**src/sv/fccr_pkg.sv**
```systemverilog
// shared types, constants and helper functions for the frequency-count replacement block
package fccr_pkg;

   localparam int NUM_ENTRIES = 16;
   localparam int TAG_BITS    = 20;
   localparam int BLOCK_BITS  = 20;
   localparam int CNT_BITS    = 32;
   localparam int IDX_BITS    = $clog2(NUM_ENTRIES);
   localparam int FILL_BITS   = $clog2(NUM_ENTRIES + 1);
   localparam int QUEUE_DEPTH = 2;
   localparam int QPTR_BITS   = $clog2(QUEUE_DEPTH);
   localparam int QCNT_BITS   = $clog2(QUEUE_DEPTH + 1);
   localparam int REQ_DATA_BITS = ((BLOCK_BITS + 7) / 8) * 8;
   localparam int RSP_RAW_BITS  = 2 + BLOCK_BITS + 3 * CNT_BITS;
   localparam int RSP_DATA_BITS = ((RSP_RAW_BITS + 7) / 8) * 8;

   typedef logic [TAG_BITS-1:0]   tag_type;
   typedef logic [BLOCK_BITS-1:0] block_type;
   typedef logic [CNT_BITS-1:0]   cnt_type;
   typedef logic [IDX_BITS-1:0]   idx_type;
   typedef logic [FILL_BITS-1:0]  fill_type;

   typedef struct packed {
      tag_type tag;
      cnt_type use_cnt;
      cnt_type age_cnt;
   } entry_type;

   typedef struct packed {
      logic    valid;
      tag_type tag;
   } item_type;

   typedef enum logic [2:0] {
      ST_IDLE,
      ST_SEARCH,
      ST_APPEND,
      ST_LOAD,
      ST_BUBBLE,
      ST_EVICT,
      ST_RESP
   } state_type;

   function automatic cnt_type sat_inc(input cnt_type v);
      return (v == '1) ? v : v + CNT_BITS'(1);
   endfunction

   function automatic tag_type to_tag(input block_type b);
      logic [TAG_BITS+BLOCK_BITS-1:0] ext;
      ext = {{TAG_BITS{1'b0}}, b};
      return ext[TAG_BITS-1:0];
   endfunction

   function automatic block_type to_block(input tag_type t);
      logic [TAG_BITS+BLOCK_BITS-1:0] ext;
      ext = {{BLOCK_BITS{1'b0}}, t};
      return ext[BLOCK_BITS-1:0];
   endfunction

endpackage

```
**src/sv/fccr_front.sv**
```systemverilog
// front end: accepts block references and queues their tags for the table engine
module fccr_front (
   input  logic                                 clock,
   input  logic                                 reset,
   input  logic                                 req_tvalid,
   output logic                                 req_tready,
   input  logic [fccr_pkg::REQ_DATA_BITS-1:0]   req_tdata,  // block_ref
   output fccr_pkg::item_type                   item,
   input  logic                                 item_pop
);
   import fccr_pkg::*;

   tag_type                q_mem_ff [QUEUE_DEPTH];
   logic [QPTR_BITS-1:0]   wr_ptr_ff, wr_ptr_in;
   logic [QPTR_BITS-1:0]   rd_ptr_ff, rd_ptr_in;
   logic [QCNT_BITS-1:0]   count_ff, count_in;
   logic                   push;
   logic                   pop;

   assign req_tready = (count_ff != QCNT_BITS'(QUEUE_DEPTH));
   assign push       = req_tvalid && req_tready;
   assign pop        = item_pop && (count_ff != '0);
   assign item.valid = (count_ff != '0);
   assign item.tag   = q_mem_ff[rd_ptr_ff];

   always_comb begin
      wr_ptr_in = wr_ptr_ff;
      rd_ptr_in = rd_ptr_ff;
      count_in  = count_ff;
      if (push) begin
         wr_ptr_in = (wr_ptr_ff == QPTR_BITS'(QUEUE_DEPTH - 1)) ? '0 : wr_ptr_ff + QPTR_BITS'(1);
      end
      if (pop) begin
         rd_ptr_in = (rd_ptr_ff == QPTR_BITS'(QUEUE_DEPTH - 1)) ? '0 : rd_ptr_ff + QPTR_BITS'(1);
      end
      if (push && !pop) begin
         count_in = count_ff + QCNT_BITS'(1);
      end else if (pop && !push) begin
         count_in = count_ff - QCNT_BITS'(1);
      end
   end

   always_ff @(posedge clock) begin
      if (reset) begin
         wr_ptr_ff <= '0;
         rd_ptr_ff <= '0;
         count_ff  <= '0;
      end else begin
         wr_ptr_ff <= wr_ptr_in;
         rd_ptr_ff <= rd_ptr_in;
         count_ff  <= count_in;
      end
   end

   always_ff @(posedge clock) begin
      if (push) begin
         q_mem_ff[wr_ptr_ff] <= to_tag(req_tdata[BLOCK_BITS-1:0]);
      end
   end

   a_count_bound: assert property (@(posedge clock) disable iff (reset)
      count_ff <= QCNT_BITS'(QUEUE_DEPTH))
      else $error("queue count beyond depth");
   a_pop_nonempty: assert property (@(posedge clock) disable iff (reset)
      item_pop |-> (count_ff != '0))
      else $error("pop from empty queue");
   a_push_held: assert property (@(posedge clock) disable iff (reset)
      (push && !pop) |=> (count_ff == $past(count_ff) + QCNT_BITS'(1)))
      else $error("push lost");

endmodule

```
**src/sv/fccr_engine.sv**
```systemverilog
// back end: table search, append, bubble pass, eviction and result register
module fccr_engine (
   input  logic                                 clock,
   input  logic                                 reset,
   input  fccr_pkg::item_type                   item,
   output logic                                 item_pop,
   output logic                                 rsp_tvalid,
   input  logic                                 rsp_tready,
   output logic [fccr_pkg::RSP_DATA_BITS-1:0]   rsp_tdata
);
   import fccr_pkg::*;

   entry_type  mem_ff [NUM_ENTRIES];
   entry_type  rd_data_ff;
   logic       mem_we;
   idx_type    mem_waddr;
   idx_type    mem_raddr;
   entry_type  mem_wdata;

   state_type  state_ff, state_in;
   idx_type    idx_ff, idx_in;
   fill_type   fill_ff, fill_in;
   tag_type    tag_ff, tag_in;
   entry_type  carry_ff, carry_in;
   logic       hit_ff, hit_in;
   logic       evv_ff, evv_in;
   block_type  evb_ff, evb_in;
   cnt_type    fault_ff, fault_in;
   cnt_type    hits_ff, hits_in;
   cnt_type    refs_ff, refs_in;
   logic       rsp_valid_ff, rsp_valid_in;
   logic [RSP_DATA_BITS-1:0] rsp_data_ff, rsp_data_in;

   entry_type  ent;
   logic       swap;
   logic       load_out;

   assign rsp_tvalid = rsp_valid_ff;
   assign rsp_tdata  = rsp_data_ff;

   always_comb begin
      state_in     = state_ff;
      idx_in       = idx_ff;
      fill_in      = fill_ff;
      tag_in       = tag_ff;
      carry_in     = carry_ff;
      hit_in       = hit_ff;
      evv_in       = evv_ff;
      evb_in       = evb_ff;
      fault_in     = fault_ff;
      hits_in      = hits_ff;
      refs_in      = refs_ff;
      item_pop     = 1'b0;
      mem_we       = 1'b0;
      mem_waddr    = idx_ff;
      mem_raddr    = '0;
      mem_wdata    = rd_data_ff;
      ent          = rd_data_ff;
      swap         = 1'b0;
      load_out     = 1'b0;
      rsp_data_in  = rsp_data_ff;
      unique case (state_ff)
         ST_IDLE: begin
            if (item.valid) begin
               item_pop = 1'b1;
               tag_in   = item.tag;
               refs_in  = sat_inc(refs_ff);
               hit_in   = 1'b0;
               evv_in   = 1'b0;
               evb_in   = '0;
               idx_in   = '0;
               if (fill_ff == '0) begin
                  state_in = ST_APPEND;
               end else begin
                  state_in = ST_SEARCH;
               end
            end
         end
         ST_SEARCH: begin
            ent.age_cnt = sat_inc(rd_data_ff.age_cnt);
            mem_we      = 1'b1;
            if (rd_data_ff.tag == tag_ff) begin
               ent.use_cnt = sat_inc(rd_data_ff.use_cnt);
               hits_in     = sat_inc(hits_ff);
               hit_in      = 1'b1;
               state_in    = ST_RESP;
            end else if (idx_ff == IDX_BITS'(fill_ff - FILL_BITS'(1))) begin
               if (fill_ff == FILL_BITS'(NUM_ENTRIES)) begin
                  fault_in = sat_inc(fault_ff);
                  state_in = ST_LOAD;
               end else begin
                  state_in = ST_APPEND;
               end
            end else begin
               mem_raddr = idx_ff + IDX_BITS'(1);
               idx_in    = idx_ff + IDX_BITS'(1);
            end
            mem_wdata = ent;
         end
         ST_APPEND: begin
            mem_we    = 1'b1;
            mem_waddr = fill_ff[IDX_BITS-1:0];
            mem_wdata = '{tag: tag_ff, use_cnt: '0, age_cnt: '0};
            fill_in   = fill_ff + FILL_BITS'(1);
            state_in  = ST_RESP;
         end
         ST_LOAD: begin
            carry_in  = rd_data_ff;
            mem_raddr = IDX_BITS'(1);
            idx_in    = '0;
            state_in  = ST_BUBBLE;
         end
         ST_BUBBLE: begin
            swap = (carry_ff.use_cnt < rd_data_ff.use_cnt) ||
                   ((carry_ff.use_cnt == rd_data_ff.use_cnt) &&
                    (carry_ff.age_cnt > rd_data_ff.age_cnt));
            mem_we    = 1'b1;
            mem_wdata = swap ? rd_data_ff : carry_ff;
            carry_in  = swap ? carry_ff : rd_data_ff;
            if (idx_ff == IDX_BITS'(NUM_ENTRIES - 2)) begin
               state_in = ST_EVICT;
            end else begin
               mem_raddr = idx_ff + IDX_BITS'(2);
               idx_in    = idx_ff + IDX_BITS'(1);
            end
         end
         ST_EVICT: begin
            evv_in    = 1'b1;
            evb_in    = to_block(carry_ff.tag);
            mem_we    = 1'b1;
            mem_waddr = IDX_BITS'(NUM_ENTRIES - 1);
            mem_wdata = '{tag: tag_ff, use_cnt: '0, age_cnt: '0};
            state_in  = ST_RESP;
         end
         ST_RESP: begin
            if (!rsp_valid_ff || rsp_tready) begin
               load_out    = 1'b1;
               rsp_data_in = RSP_DATA_BITS'({refs_ff, hits_ff, fault_ff, evb_ff, evv_ff, hit_ff});
               state_in    = ST_IDLE;
            end
         end
         default: begin
            state_in = ST_IDLE;
         end
      endcase
      rsp_valid_in = load_out || (rsp_valid_ff && !rsp_tready);
   end

   always_ff @(posedge clock) begin
      if (reset) begin
         state_ff     <= ST_IDLE;
         fill_ff      <= '0;
         fault_ff     <= '0;
         hits_ff      <= '0;
         refs_ff      <= '0;
         rsp_valid_ff <= 1'b0;
      end else begin
         state_ff     <= state_in;
         fill_ff      <= fill_in;
         fault_ff     <= fault_in;
         hits_ff      <= hits_in;
         refs_ff      <= refs_in;
         rsp_valid_ff <= rsp_valid_in;
      end
   end

   always_ff @(posedge clock) begin
      idx_ff      <= idx_in;
      tag_ff      <= tag_in;
      carry_ff    <= carry_in;
      hit_ff      <= hit_in;
      evv_ff      <= evv_in;
      evb_ff      <= evb_in;
      rsp_data_ff <= rsp_data_in;
   end

   // entry table, one write and one registered read a cycle
   always_ff @(posedge clock) begin
      if (mem_we) begin
         mem_ff[mem_waddr] <= mem_wdata;
      end
      rd_data_ff <= mem_ff[mem_raddr];
   end

   a_fill_bound: assert property (@(posedge clock) disable iff (reset)
      fill_ff <= FILL_BITS'(NUM_ENTRIES))
      else $error("fill level beyond table depth");
   a_hits_le_refs: assert property (@(posedge clock) disable iff (reset)
      hits_ff <= refs_ff)
      else $error("hit total exceeds reference total");
   a_faults_le_refs: assert property (@(posedge clock) disable iff (reset)
      fault_ff <= refs_ff)
      else $error("fault total exceeds reference total");
   a_bubble_full: assert property (@(posedge clock) disable iff (reset)
      (state_ff == ST_BUBBLE) |-> (fill_ff == FILL_BITS'(NUM_ENTRIES)))
      else $error("bubble pass on a table that is not full");
   a_resp_loads: assert property (@(posedge clock) disable iff (reset)
      (state_ff == ST_RESP && state_in == ST_IDLE) |=> rsp_valid_ff)
      else $error("finished result not presented");

endmodule

```
**src/sv/frequency_count_cache_replacement_top.sv**
```systemverilog
// top level of the frequency-count cache replacement block with age tie-break
// Each accepted block reference yields one result. A hit updates its entry and goes to
// the result register, a miss on a table that is not full appends the tag, and a miss on
// a full table loads the first entry, makes a bubble pass and evicts: the engine walks
// the table through an entry memory with one write port and one registered read port, one
// entry per cycle for the search and again for the bubble pass. A two-deep input queue
// takes new references while the engine works and the output register holds a result.
module frequency_count_cache_replacement_top (
   input  logic                                 clock,
   input  logic                                 reset,
   input  logic                                 req_tvalid,
   output logic                                 req_tready,
   input  logic [fccr_pkg::REQ_DATA_BITS-1:0]   req_tdata,  // block_ref
   output logic                                 rsp_tvalid,
   input  logic                                 rsp_tready,
   // hit, evicted_valid, evicted_block, fault_total, hit_total, ref_total
   output logic [fccr_pkg::RSP_DATA_BITS-1:0]   rsp_tdata
);
   import fccr_pkg::*;

   item_type item;
   logic     item_pop;

   fccr_front u_front (
      .clock      (clock),
      .reset      (reset),
      .req_tvalid (req_tvalid),
      .req_tready (req_tready),
      .req_tdata  (req_tdata),
      .item       (item),
      .item_pop   (item_pop)
   );

   fccr_engine u_engine (
      .clock      (clock),
      .reset      (reset),
      .item       (item),
      .item_pop   (item_pop),
      .rsp_tvalid (rsp_tvalid),
      .rsp_tready (rsp_tready),
      .rsp_tdata  (rsp_tdata)
   );

endmodule
```
**config.mk**
```make
export PLATFORM = sky130hd
export DESIGN_NAME = frequency_count_cache_replacement_top
export DESIGN_NICKNAME = d
export VERILOG_FILES = /design/src/sv/fccr_pkg.sv /design/src/sv/fccr_front.sv /design/src/sv/fccr_engine.sv /design/src/sv/frequency_count_cache_replacement_top.sv
export SDC_FILE = /design/constraint.sdc
export NUM_CORES = 2
export LEC_CHECK = 0
export BUFFER_PORTS_ARGS = -buffer_cell sky130_fd_sc_hd__buf_2
export CAP_MARGIN = 10
export CELL_PAD_IN_SITES_DETAIL_PLACEMENT = 1
export CELL_PAD_IN_SITES_GLOBAL_PLACEMENT = 1
export CORE_ASPECT_RATIO = 2
export CORE_MARGIN = 2
export CORE_UTILIZATION = 55
export DETAILED_ROUTE_END_ITERATION = 6
export PLACE_DENSITY_LB_ADDON = 0.2
export SLEW_MARGIN = 20
export SYNTH_ARGS = -nofsm -noshare
export SYNTH_HDL_FRONTEND = slang
export SYNTH_HIERARCHICAL = 1
export SYNTH_SLANG_ARGS = --single-unit
```
**constraint.sdc**
```tcl
create_clock -name clock -period 20.7 [get_ports clock]
set_input_delay 2.07 -clock clock [delete_from_list [all_inputs] [get_ports clock]]
set_output_delay 2.07 -clock clock [all_outputs]
set_load 0.01 [all_outputs]
```
==> impl_metrics.csv <==
group,metric,value,unit
power_and_ir_drop,p_clk_share,24.0,%
routing,drc_errors,3,
yosys,async_flop_share,0,%
yosys,yosys_warnings,6,
timing,skew,0.0319,ns
setup_path,start_kind,"flop",
global_routing,grt_pass1_wl,314000,um
yosys,synth-seq-cells,1826,
outcome,status,"complete, but fails checks",
timing,slew_headroom,20.6,%
worst_hold_path,min_from,"u_engine/evb_ff[7]",
timing,final-setup-viol-count,0,
cts,cts-buffers-inserted,154,
cts,clockBufferDepth,3,
cts,cts_tree,"yes",
setup_path,required,21.38,ns
global_routing,grt_max_degree,191,
routing,drt-wirelength-per-cell,28.5,um
yosys,synth_area,0.0727,mm^2
power_and_ir_drop,power_frac_seq,45.0,%
global_routing,grt_overflow,0,
global_routing,grt_pass1_vias,51200,
yosys,synth-edff-count,1632,
cells_and_area,n_fill_cell,12500,
cells_and_area,stdcell_count,7384,
placement,place_hpwl,120000,um
die,coreArea,0.131,mm^2
cells_and_area,final_util,61.4,%
placement,place_inst,7092,
placement,dpl_cell_area,0.0752,mm^2
power_and_ir_drop,max-vdd-ir-drop,129,uV
routing,vias,47400,
placement,port_buffers,143,
power_and_ir_drop,p_int,0.00814,W
power_and_ir_drop,p_sw,0.00464,W
routing,first_iter_violations,4038,
setup_path,r2r-start,"u_engine/ent[70]",
timing,rsz0062_at_grt,"no",
cts,htree_levels,4,
timing,hold_viol_final,0,
global_routing,grt_usage,31.1,%
cts,holdBufCountCts,0,
setup_path,path_class,"flop to flop",
cts,cts.sinks,1826,
outcome,violations,"DRC",
die,die_y,518,um
cts,ctsResizeCount,0,
die,io_pins,150,
routing,drt-pass1-iter-count,7,
cts,cts.clk_slew.worst_paths,0.07,ns
timing,worst_pin_slew,1.19,ns
flow_run,cap_viol_max_count,0,
setup_path,cp.arrival,6.70,ns
yosys,synth_seq_area_share,72.7,%
timing,fin_ws,14.68,ns
die,initial_core_util,55.4,%
cts,clk_latency,0.80,ns
routing,ant_nets,0,
yosys,synth.avg_cell_area,13.3,um^2
setup_path,cp-end-kind,"flop",
yosys,synth_cell_types,69,
setup_path,crit_start,"u_engine/ent[70]",
die,dieArea,0.135,mm^2
setup_path,crit_fanout,178,
placement,pre_cts_ws,14.84,ns
power_and_ir_drop,leakagePower,27.8,nW
timing,timing.fmax,166,MHz
die,placementRows,188,
cells_and_area,area_growth,10.8,%
power_and_ir_drop,power_frac_comb,30.9,%
worst_hold_path,min_path_type,"flop to flop",
routing,routed_via_density,6.42,
cells_and_area,drive_gt1_share,9.78,%
yosys,synthFlopType,"edfxtp_1",
die,die_x,261,um
placement,finalWeightedCongestion,0.873,
power_and_ir_drop,power_density,159,mW/mm^2
global_routing,antenna_found_initial,1,
cts,cts_root_buf,"clkbuf_16",
power_and_ir_drop,p_sw_share,36.3,%
timing,period_share,29.1,%
cells_and_area,stdcell_area,0.0806,mm^2
timing,post-route-min-period,6.02,ns
timing,drv_slew,0,
timing,tns,0,ns
cells_and_area,finalNetCount,5643,
cts,post-cts-setup-buffer-count,0,
routing,routed_wl,211000,um
yosys,synthCells,5461,
==> layout make-up <==
cell class	instances	area (um^2)	area share, %
inverter	88	330	0.410
antenna	1	2.50	0.00311
clock inverter	75	920	1.14
clock buffer	214	4400	5.46
timing repair buffer	241	1530	1.90
sequential	1826	52900	65.6
multi-input combinational	3229	18400	22.8
tap	1710	2140	2.66
==> critical path, cell delays in order (launching register included) <==
cell and delay, ns:
dfxtp_1 0.45, xor2_1 0.22, nor4_1 0.49, nand3_1 0.19, nor2_1 0.13, buf_4 0.30
or4_1 0.23, and2_4 0.44, buf_12 0.63, buf_4 0.87, buf_4 0.77, nand3_1 0.19
a32o_1 0.35, a311o_1 0.30
==> cell families after synthesis <==
| family | synth area share [%] |
|---|---|
| flops | 72.7 |
| fa+ha+maj | 1.29 |
| compound gates | 7.35 |
| buf+inv | 2.31 |
| mux | 1.62 |
| xor+xnor | 1.52 |
| other cells | 0.00516 |
| simple gates | 13.2 |
==> cell usage after synthesis, drive strengths merged (13+ instances only) <==
library cell,n,area [um^2]
a21o,14,105
a21oi,158,791
a221o,30,300
a221oi,86,753
a311o,85,851
a31oi,85,532
a32o,86,861
a32oi,28,245
and2,24,150
and3,24,150
and4,17,149
buf,111,571
clkbuf,208,781
dfxtp,194,3880
edfxtp,1632,49000
ha,75,938
inv,87,327
mux2,22,248
mux2i,93,931
nand2,1280,4800
nand3,497,2490
nand4,46,288
nor2,180,676
nor3,42,230
nor4,18,158
o211ai,16,120
o21ai,69,345
or3,25,156
or4,13,101
xnor2,47,412
xor2,79,692
==> metrics by stage <==
| step | total power (W) | hold slack (ns) |
|---|---|---|
| after floorplan | 0.00814 | 0.400 |
| after global placement | 0.00948 | 0.405 |
| after detailed placement | 0.00971 | 0.405 |
| after CTS | 0.0128 | 0.436 |
| after global routing | 0.0133 | 0.440 |
| final | 0.0128 | 0.430 |
==> final timing paths <==
check | endpoint | slack (ns) | cells past startpoint
worst max register to register | u_engine/ent[68] | 14.68 | 13
worst max-delay path | u_engine/ent[68] | 14.68 | 13
worst min register to register | u_engine/rsp_tdata[9] | 0.43 | 0
worst min-delay path | u_engine/rsp_tdata[9] | 0.43 | 0
==> flip-flops by register name, summed over array words and instances (netlist names), 2 cells and up, named ones only <==
signal / flops
u_engine/fill_ff: 5
u_engine/rsp_tdata: 118
u_engine/carry_ff: 84
u_front/count_ff: 2
u_engine/rd_data_ff: 64
u_engine/refs_ff: 32
u_engine/state_ff: 3
u_engine/evb_ff: 20
u_engine/idx_ff: 4
u_engine/ent: 20
u_engine/fault_ff: 32
u_engine/tag_ff: 20
u_front/q_mem_ff: 40
u_engine/hits_ff: 32
u_engine/mem_ff: 1344
==> layout by cell type, fill, tap and decap left out, types with 30 or more instances in the layout <==
cell and instances:
a21oi_1 157, a221o_1 30, a221oi_1 86, a311o_1 85, a31oi_1 85, a32o_1 86
buf_2 142, buf_4 91, clkbuf_1 35, clkbuf_16 160, dfxtp_1 194, edfxtp_1 1632
ha_1 75, inv_1 86, mux2i_1 93, nand2_1 1279, nand3_1 497, nand4_1 46
nor2_1 161, nor3_1 37, o21ai_0 67, xnor2_1 47, xor2_1 79
==> power groups by stage <==
stage,Clock [W],Sequential (W),Combinational [W]
2_1_floorplan,0,0.00571,0.00243
3_3_place_gp,0,0.00577,0.00370
3_5_place_dp,0,0.00582,0.00389
4_1_cts,0.00311,0.00575,0.00394
5_1_grt,0.00322,0.00580,0.00423
6_report,0.00307,0.00576,0.00395
==> layer usage <==
| metal | track usage (%) | share of wire [%] | wire length, um | vias to the layer above |
|---|---|---|---|---|
| met5 | 0 | 0 | 0 | - |
| met1 | 34.1 | 35 | 72800 | 24300 |
| met4 | 17.2 | 5.9 | 12400 | 0 |
| li1 | - | - | - | 20500 |
| met3 | 4.23 | 5.4 | 11500 | 677 |
| met2 | 57.2 | 54 | 114000 | 1932 |
(Power assumes the default switching activity.)
